$ cat src/rtl/fwdd_pkg.sv
// Shared types and constants for the fixed-width delta decoder.
package fwdd_pkg;

   localparam int CountBits   = 16;
   localparam int ValueBits   = 64;
   localparam int CsrDataBits = 64;
   localparam int QueueDepth  = 4;
   localparam int QueuePtrBits = $clog2(QueueDepth);

   localparam logic [0:0] CsrStartValue = 1'b0;
   localparam logic [0:0] CsrValueCount = 1'b1;

   localparam logic [1:0] StatusValue    = 2'd0;
   localparam logic [1:0] StatusReserved = 2'd1;
   localparam logic [1:0] StatusEarlyEnd = 2'd2;

   typedef struct packed {
      logic [7:0] stream_byte;
      logic       byte_last;
   } beat_type;

   typedef struct packed {
      logic [ValueBits-1:0] decoded_value;
      logic [1:0]           status;
      logic                 result_last;
   } result_type;

endpackage

$ cat src/rtl/fwdd_byte_queue.sv
// Input side: accepts stream beats into a short queue ahead of the bit engine.
module fwdd_byte_queue (
   input  logic                clock,
   input  logic                reset,
   input  logic                req_valid,
   output logic                req_ready,
   input  fwdd_pkg::beat_type  req_beat,
   output logic                head_valid,
   output fwdd_pkg::beat_type  head_beat,
   input  logic                head_pop
);

   fwdd_pkg::beat_type entry_ff [fwdd_pkg::QueueDepth];
   logic [fwdd_pkg::QueuePtrBits-1:0] wr_ptr_ff, wr_ptr_in;
   logic [fwdd_pkg::QueuePtrBits-1:0] rd_ptr_ff, rd_ptr_in;
   logic [fwdd_pkg::QueuePtrBits:0]   count_ff, count_in;
   logic push;
   logic pop;

   assign req_ready  = (count_ff != (fwdd_pkg::QueuePtrBits + 1)'(fwdd_pkg::QueueDepth));
   assign head_valid = (count_ff != '0);
   assign head_beat  = entry_ff[rd_ptr_ff];
   assign push       = req_valid && req_ready;
   assign pop        = head_pop && head_valid;

   always_comb begin
      wr_ptr_in = push ? wr_ptr_ff + 1'b1 : wr_ptr_ff;
      rd_ptr_in = pop ? rd_ptr_ff + 1'b1 : rd_ptr_ff;
      count_in  = count_ff;
      if (push && !pop) begin
         count_in = count_ff + 1'b1;
      end else if (pop && !push) begin
         count_in = count_ff - 1'b1;
      end
   end

   always_ff @(posedge clock) begin
      if (reset) begin
         wr_ptr_ff <= '0;
         rd_ptr_ff <= '0;
         count_ff  <= '0;
      end else begin
         wr_ptr_ff <= wr_ptr_in;
         rd_ptr_ff <= rd_ptr_in;
         count_ff  <= count_in;
      end
   end

   always_ff @(posedge clock) begin
      if (push) begin
         entry_ff[wr_ptr_ff] <= req_beat;
      end
   end

endmodule

$ cat src/rtl/fwdd_bit_engine.sv
// Decoding side: walks each queued byte one bit per cycle, unless stalled, and forms the results.
module fwdd_bit_engine (
   input  logic                                clock,
   input  logic                                reset,
   input  logic                                head_valid,
   input  fwdd_pkg::beat_type                  head_beat,
   output logic                                head_pop,
   input  logic [fwdd_pkg::ValueBits-1:0]      start_value,
   input  logic [fwdd_pkg::CountBits-1:0]      value_count,
   input  logic                                out_free,
   output logic                                emit_valid,
   output fwdd_pkg::result_type                emit_result
);

   typedef enum logic [2:0] {
      PH_TYPE, PH_T0_DW, PH_T1_VW, PH_T1_DW, PH_SIGNED, PH_OPT, PH_DELTAS, PH_IDLE
   } phase_type;

   phase_type                       phase_ff, phase_in;
   logic [fwdd_pkg::ValueBits-1:0]  bit_shift_ff, bit_shift_in;
   logic [6:0]                      bits_held_ff, bits_held_in;
   logic [6:0]                      value_width_ff, value_width_in;
   logic [6:0]                      delta_width_ff, delta_width_in;
   logic [fwdd_pkg::ValueBits-1:0]  previous_ff, previous_in;
   logic [fwdd_pkg::CountBits-1:0]  values_done_ff, values_done_in;
   logic [3:0]                      step_ff, step_in;

   logic                            cur_bit;
   logic [fwdd_pkg::ValueBits-1:0]  shifted;
   logic [6:0]                      held_next;
   logic [6:0]                      field_plus_one;
   logic [fwdd_pkg::ValueBits-1:0]  width_mask;
   logic [fwdd_pkg::ValueBits-1:0]  sum;
   logic [fwdd_pkg::CountBits-1:0]  count_eff;
   logic                            want_emit;
   logic                            pop_want;
   logic                            fire;
   fwdd_pkg::result_type            result;

   always_comb begin
      cur_bit        = head_beat.stream_byte[~step_ff[2:0]];
      shifted        = {bit_shift_ff[fwdd_pkg::ValueBits-2:0], cur_bit};
      held_next      = bits_held_ff + 7'd1;
      field_plus_one = {1'b0, shifted[5:0]} + 7'd1;
      width_mask     = {fwdd_pkg::ValueBits{1'b1}} >> (7'd64 - value_width_ff);
      sum            = (previous_ff + shifted) & width_mask;
      count_eff      = (value_count == '0) ? fwdd_pkg::CountBits'(1) : value_count;

      phase_in       = phase_ff;
      bit_shift_in   = shifted;
      bits_held_in   = held_next;
      value_width_in = value_width_ff;
      delta_width_in = delta_width_ff;
      previous_in    = previous_ff;
      values_done_in = values_done_ff;
      step_in        = step_ff + 4'd1;
      pop_want       = 1'b0;
      want_emit      = 1'b0;
      result         = '{decoded_value: '0, status: fwdd_pkg::StatusValue, result_last: 1'b1};

      if (step_ff[3]) begin
         want_emit    = (phase_ff != PH_IDLE);
         result.status = fwdd_pkg::StatusEarlyEnd;
         phase_in     = PH_TYPE;
         bit_shift_in = '0;
         bits_held_in = '0;
         step_in      = '0;
         pop_want     = 1'b1;
      end else begin
         unique case (phase_ff)
            PH_TYPE: begin
               if (held_next >= 7'd2) begin
                  bit_shift_in = '0;
                  bits_held_in = '0;
                  if (shifted[1:0] == 2'd0) begin
                     value_width_in = 7'd64;
                     phase_in       = PH_T0_DW;
                  end else if (shifted[1:0] == 2'd1) begin
                     phase_in = PH_T1_VW;
                  end else begin
                     want_emit     = 1'b1;
                     result.status = fwdd_pkg::StatusReserved;
                     phase_in      = PH_IDLE;
                  end
               end
            end
            PH_T0_DW, PH_T1_VW, PH_T1_DW: begin
               if (held_next >= 7'd6) begin
                  bit_shift_in = '0;
                  bits_held_in = '0;
                  if (phase_ff == PH_T1_VW) begin
                     value_width_in = field_plus_one;
                     phase_in       = PH_T1_DW;
                  end else if (phase_ff == PH_T1_DW) begin
                     delta_width_in = field_plus_one;
                     phase_in       = PH_SIGNED;
                  end else begin
                     delta_width_in = field_plus_one;
                     previous_in    = start_value;
                     values_done_in = '0;
                     phase_in       = PH_DELTAS;
                  end
               end
            end
            PH_SIGNED: begin
               bit_shift_in = '0;
               bits_held_in = '0;
               phase_in     = PH_OPT;
            end
            PH_OPT: begin
               bit_shift_in   = '0;
               bits_held_in   = '0;
               previous_in    = start_value;
               values_done_in = '0;
               phase_in       = PH_DELTAS;
            end
            PH_DELTAS: begin
               if (held_next >= delta_width_ff) begin
                  bit_shift_in         = '0;
                  bits_held_in         = '0;
                  previous_in          = sum;
                  values_done_in       = values_done_ff + 1'b1;
                  want_emit            = 1'b1;
                  result.decoded_value = sum;
                  result.result_last   = (values_done_in >= count_eff);
                  if (values_done_in >= count_eff) begin
                     phase_in = PH_IDLE;
                  end
               end
            end
            PH_IDLE: begin
               bit_shift_in = bit_shift_ff;
               bits_held_in = bits_held_ff;
            end
            default: begin
               phase_in = PH_TYPE;
            end
         endcase
         if (step_ff[2:0] == 3'd7) begin
            if (head_beat.byte_last) begin
               step_in = 4'd8;
            end else begin
               step_in  = '0;
               pop_want = 1'b1;
            end
         end
      end
   end

   assign fire        = head_valid && (!want_emit || out_free);
   assign head_pop    = fire && pop_want;
   assign emit_valid  = fire && want_emit;
   assign emit_result = result;

   always_ff @(posedge clock) begin
      if (reset) begin
         phase_ff       <= PH_TYPE;
         bit_shift_ff   <= '0;
         bits_held_ff   <= '0;
         value_width_ff <= 7'd64;
         delta_width_ff <= 7'd1;
         previous_ff    <= '0;
         values_done_ff <= '0;
         step_ff        <= '0;
      end else if (fire) begin
         phase_ff       <= phase_in;
         bit_shift_ff   <= bit_shift_in;
         bits_held_ff   <= bits_held_in;
         value_width_ff <= value_width_in;
         delta_width_ff <= delta_width_in;
         previous_ff    <= previous_in;
         values_done_ff <= values_done_in;
         step_ff        <= step_in;
      end
   end

endmodule

$ cat src/rtl/fixed_width_delta_decoder.sv
// Top level of the fixed-width delta decoder: queue, bit engine and result register.
// The decoder takes one stream byte per beat into a four-entry queue and decodes it
// in the bit engine at one bit per cycle while it is not stalled; a byte that carries
// byte_last is followed by an end-of-stream step before it is popped. Each cycle can
// produce at most one result, which goes to a single output register. The engine stalls
// while the queue is empty or when it must emit into a still held result register. Input
// beats keep flowing into the queue while the engine works, until it is full.
// start_value is sampled when a stream header completes and value_count is read live;
// both may be written only while the decoder is idle.
module fixed_width_delta_decoder (
   input  logic                                 clock,
   input  logic                                 reset,
   input  logic                                 req_valid,
   output logic                                 req_ready,
   input  logic [7:0]                           req_stream_byte,
   input  logic                                 req_byte_last,
   output logic                                 rsp_valid,
   input  logic                                 rsp_ready,
   output logic [fwdd_pkg::ValueBits-1:0]       rsp_decoded_value,
   output logic [1:0]                           rsp_status,
   output logic                                 rsp_result_last,
   input  logic                                 csr_write_enable,
   input  logic [0:0]                           csr_index,
   input  logic [fwdd_pkg::CsrDataBits-1:0]     csr_write_data
);

   fwdd_pkg::beat_type              req_beat;
   fwdd_pkg::beat_type              head_beat;
   logic                            head_valid;
   logic                            head_pop;
   logic                            out_free;
   logic                            emit_valid;
   fwdd_pkg::result_type            emit_result;
   fwdd_pkg::result_type            rsp_ff;
   logic                            rsp_valid_ff, rsp_valid_in;
   logic [fwdd_pkg::ValueBits-1:0]  start_value_ff;
   logic [fwdd_pkg::CountBits-1:0]  value_count_ff;

   assign req_beat = '{stream_byte: req_stream_byte, byte_last: req_byte_last};

   fwdd_byte_queue u_queue (
      .clock      (clock),
      .reset      (reset),
      .req_valid  (req_valid),
      .req_ready  (req_ready),
      .req_beat   (req_beat),
      .head_valid (head_valid),
      .head_beat  (head_beat),
      .head_pop   (head_pop)
   );

   fwdd_bit_engine u_engine (
      .clock       (clock),
      .reset       (reset),
      .head_valid  (head_valid),
      .head_beat   (head_beat),
      .head_pop    (head_pop),
      .start_value (start_value_ff),
      .value_count (value_count_ff),
      .out_free    (out_free),
      .emit_valid  (emit_valid),
      .emit_result (emit_result)
   );

   assign out_free     = !rsp_valid_ff || rsp_ready;
   assign rsp_valid_in = emit_valid || (rsp_valid_ff && !rsp_ready);

   always_ff @(posedge clock) begin
      if (reset) begin
         rsp_valid_ff   <= 1'b0;
         start_value_ff <= '0;
         value_count_ff <= fwdd_pkg::CountBits'(1);
      end else begin
         rsp_valid_ff <= rsp_valid_in;
         if (csr_write_enable) begin
            if (csr_index == fwdd_pkg::CsrStartValue) begin
               start_value_ff <= csr_write_data;
            end else if (csr_index == fwdd_pkg::CsrValueCount) begin
               value_count_ff <= csr_write_data[fwdd_pkg::CountBits-1:0];
            end
         end
      end
   end

   always_ff @(posedge clock) begin
      if (emit_valid) begin
         rsp_ff <= emit_result;
      end
   end

   assign rsp_valid         = rsp_valid_ff;
   assign rsp_decoded_value = rsp_ff.decoded_value;
   assign rsp_status        = rsp_ff.status;
   assign rsp_result_last   = rsp_ff.result_last;

   a_emit_into_free_slot: assert property (@(posedge clock) disable iff (reset)
      emit_valid |-> (!rsp_valid_ff || rsp_ready))
      else $error("bit engine emitted while the result register was held");

   a_error_is_last: assert property (@(posedge clock) disable iff (reset)
      (rsp_valid && rsp_status != fwdd_pkg::StatusValue) |-> rsp_result_last)
      else $error("error result without result_last");

   a_error_has_zero_value: assert property (@(posedge clock) disable iff (reset)
      (rsp_valid && rsp_status != fwdd_pkg::StatusValue) |-> (rsp_decoded_value == '0))
      else $error("error result carries a nonzero value");

   a_pop_needs_head: assert property (@(posedge clock) disable iff (reset)
      (head_pop && head_valid && !emit_valid && rsp_valid_ff && !rsp_ready)
         |=> !$stable(u_queue.rd_ptr_ff) || $past(reset))
      else $error("queue head not released after pop");

endmodule
$ cat config.mk
export PLATFORM = sky130hd
export DESIGN_NAME = fixed_width_delta_decoder
export DESIGN_NICKNAME = d
export VERILOG_FILES = /design/src/rtl/fwdd_pkg.sv /design/src/rtl/fwdd_byte_queue.sv /design/src/rtl/fwdd_bit_engine.sv /design/src/rtl/fixed_width_delta_decoder.sv
export SDC_FILE = /design/constraint.sdc
export NUM_CORES = 1
export LEC_CHECK = 0
export BUFFER_PORTS_ARGS = -buffer_cell sky130_fd_sc_hd__clkbuf_2
export CAP_MARGIN = 0
export CORE_MARGIN = 3
export CORE_UTILIZATION = 41
export DETAILED_ROUTE_END_ITERATION = 16
export GPL_ROUTABILITY_DRIVEN = 0
export GPL_TIMING_DRIVEN = 0
export PLACE_DENSITY = 0.58
export RECOVER_POWER = 50
export SLEW_MARGIN = 15
export SYNTH_ARGS = -nofsm -noshare
export SYNTH_HDL_FRONTEND = slang
export SYNTH_SLANG_ARGS = --single-unit
export TNS_END_PERCENT = 5
$ cat constraint.sdc
create_clock -name clock -period 5.9 [get_ports clock]
set_input_delay 0.59 -clock clock [delete_from_list [all_inputs] [get_ports clock]]
set_output_delay 0.59 -clock clock [all_outputs]
set_load 0.1 [all_outputs]
==> impl_results.md <==
* Critical path startpoint: u_engine.bits_held_ff[0]$_SDFFE_PP0P_
* Final Setup Violations at 0
* Drt initial violations at 1700
* CTS tree: built
* Post-DP Area at 21300 sq um
* CP endpoint kind: flop
* Via count at 18500
* Crit-path max FO at 10
* Pwr/cell area at 386 nW/um^2
* Final wirelength at 71.0 mm
* Outcome: finished, violations left
* Final nets at 2684
* Setup TNS at 0 ns
* Max-Slew Margin vs Limit at -0.104
* Hold slack at 0.245 ns
* Via density at 5.91
* Fill cell count at 4718
* Post-CTS Hold Buffers at 0
* VDD IR-drop max at 180 uV
* Worst EP required at 6.33 ns
* Number of global-route vias before repair at 17700
* RSZ-0062 raised after global routing: false
* Worst setup SP type: flop
* Worst slew pin tran at 1.64 ns
* Post-synth top area cell: dfxtp_1
* Die Ht at 225 um
* First-pass GRT wire length at 106 mm
* CTS Buffer Depth at 3
* Core Util, Final at 0.479
* I/O pins at 148
* Initial antenna violation count at 2
* Post-CTS Setup Bufs at 0
* CTS buffer count at 40
* Hold crit path type: in -> reg
* Detailed Place HPWL at 54.6 mm
* CP max-delay cell: o2111ai_1
* Number of flops mapped to enable cells by yosys at 103
* Hold Vio Cnt, Final at 0
* Pre-antenna DRT Iters at 5
* H-tree Lvls at 2
* Max incr delay on CP at 1.13 ns
* Design area at 22500 sq um
* Area contributors post-synth: dfxtp_1 26%, edfxtp_1 16%, ha_1 6.7%
* Area of the die at 50800 sq um
* Register area share after synthesis at 0.422
* Layout cell share with drive strength beyond 1 at 0.0712
* Clock skew at 0.0169 ns
* Synthesized Nets at 2495
* Pwr Total at 8.69 mW
* CORE AREA at 47100 sq um
* DRC at 0
* Lkg Pwr at 8.30 nW
* Post-synth top area share at 0.265
* Synthesized flop and latch total at 364
* Critical path, cell by cell: ha_1, xor2_1, ha_1, a21o_1, a31oi_1, o21ai_0, maj3_2, o2111ai_1, o21bai_2, nor4_4, buf_6, clkbuf_1, o211ai_1, o21ai_0, nor2_1
* Cell Area, Synth at 19700 sq um
* Max-Cap Viols at 1
* Period minus WS final at 5.66 ns
* CTS root buffer: clkbuf_16
* GRT Util Overall at 0.274
* Clock transition at the registers of the reported paths at 0.06 ns
* Post-route insts no fill at 3137
* Wirelength per Cell at 22.6 um
* Port Buffer Count at 146
* Gr ovfl total at 0
* Reg2reg setup slack at 0.24 ns
* Largest net degree at the start of global routing at 49
* Fin. max-slew vios at 9
* Initial Util at 0.419
* Fraction of registers with async set or reset after synthesis at 0
* Final worst setup slack at 0.238 ns
* Setup WS pre-CTS at -0.644 ns
* Mean Syn Cell Area at 8.55 sq um
* YS warnings at 0
* Crit share post-route at 0.960
* Mapped Cells at 2309
* Antenna viol nets, final at 0
* Std cell rows at 79
* Max frequency at 177 MHz
* Hold path startpoint: csr_write_data[19]
* CP Data Arrival Time at 6.09 ns
* Most frequent cell after synthesis: nor2_1
* Reg-to-reg startpoint: u_engine.bits_held_ff[0]$_SDFFE_PP0P_
* Post-synthesis cell type count at 78
* Crit path kind: reg -> reg
* Area grow syn2layout at 14.2%
* Skew-Pair Late Insertion Delay at 0.57 ns
* Failing checks: capacitance limit, slew limit
* Ys flop type: dfxtp_1
* Clock Sinks at 364
* Inst Count DP at 3064
* Die width at 225 um
* Synth cell count leaders: 283 x nor2_1, 280 x nand2_1, 261 x dfxtp_1
## flip-flops by register name, indices dropped and copies added, names as in the netlist, named ones only
| signal | flops |
|---|---|
| start_value_ff | 64 |
| rsp_valid | 1 |
| u_engine.bits_held_ff | 7 |
| rsp_decoded_value | 64 |
| u_queue.entry_ff | 36 |
| rsp_result_last | 1 |
| u_engine.value_width_ff | 7 |
| u_engine.delta_width_ff | 7 |
| value_count_ff | 16 |
| u_engine.step_ff | 4 |
| u_engine.values_done_ff | 16 |
| u_queue.wr_ptr_ff | 2 |
| u_queue.rd_ptr_ff | 2 |
| u_queue.count_ff | 3 |
| u_engine.phase_ff | 3 |
| u_engine.previous_ff | 64 |
| u_engine.bit_shift_ff | 63 |
| rsp_status | 2 |
## critical path: cells and delay by family (launching register included)
kind / cells / cell delay (ns)
xor+xnor: 1 / 0.35
fa+ha+maj: 3 / 0.96
compound gates: 7 / 2.26
buf+inv: 2 / 0.92
flops: 1 / 0.47
simple gates: 2 / 0.57
## logic make-up (layout without fill, tap and decap cells)
family	Yosys count	after routing	synth area share
multiplexers	29	29	0.0221
other	0	1	0
XOR/XNOR	93	93	0.0413
adder cells (fa/ha/maj)	108	108	0.0692
AO/OA/AOI/OAI	640	640	0.207
flip-flops	364	364	0.422
buffers and inverters	222	442	0.0426
AND/OR/NAND/NOR	853	853	0.196
## power by group
| group | internal, mW | switching (mW) | total [mW] | leakage [nW] |
|---|---|---|---|---|
| clock network | 1.56 | 1.08 | 2.64 | 0.669 |
| registers | 2.88 | 0.196 | 3.07 | 3.01 |
| logic | 0.808 | 2.18 | 2.99 | 4.62 |
| total | 5.24 | 3.45 | 8.69 | 8.30 |
## final cells by class
class,instances,area (sq um),area share
antenna,1,2.50,0.000111
buffer,147,559,0.0248
clock buffer,52,1110,0.0492
clock inverter,21,256,0.0114
inverter,74,280,0.0124
multi-input combinational,1723,10600,0.471
sequential,364,8320,0.369
tap,607,759,0.0337
timing repair buffer,148,647,0.0287
## layer usage
metal	up-vias	part of all wire	wire, um	global-route usage
met2	811	0.45	32100	0.441
li1	8702	-	-	-
met5	-	0.00018	13	0
met1	8847	0.43	30200	0.365
met4	2	0.045	3160	0.119
met3	187	0.078	5570	0.0451
## path summary, 6_finish.rpt
| path | to | depth (start not counted) |
|---|---|---|
| worst max-delay path | u_engine.previous_ff[9]$_SDFFE_PP0P_ | 15 |
| worst min-delay path | start_value_ff[19]$_SDFFE_PP0P_ | 3 |
| worst max register to register | u_engine.previous_ff[9]$_SDFFE_PP0P_ | 15 |
| worst min register to register | start_value_ff[0]$_SDFFE_PP0P_ | 2 |
## what timing repair did
| action | in CTS | in global routing |
|---|---|---|
| gates resized for setup | 1 | 5 |
| gates cloned | 0 | 0 |
| setup endpoints to repair | 18 | 21 |
## cells in the final DEF, fill, tap and decap left out, types with 12 or more instances in the layout
cell type  count
nand2_1      280
a211oi_1      63
xor2_1        39
ha_1         105
xnor2_1       54
a22oi_1       63
mux2i_1       12
nor3_1        66
clkbuf_2      68
a21o_1        39
edfxtp_1     103
a21oi_1      236
and3_1        42
o211ai_1      21
dfxtp_1      260
clkbuf_1     226
nand4_1       28
o21ai_0       87
nand2b_1      17
clkbuf_16     42
o21bai_1      16
inv_1         73
a31oi_1       17
nor4_1        14
nand3_1       43
nand3b_1      17
nor2_1       283
No activity file was read; power rests on OpenSTA's default activity.
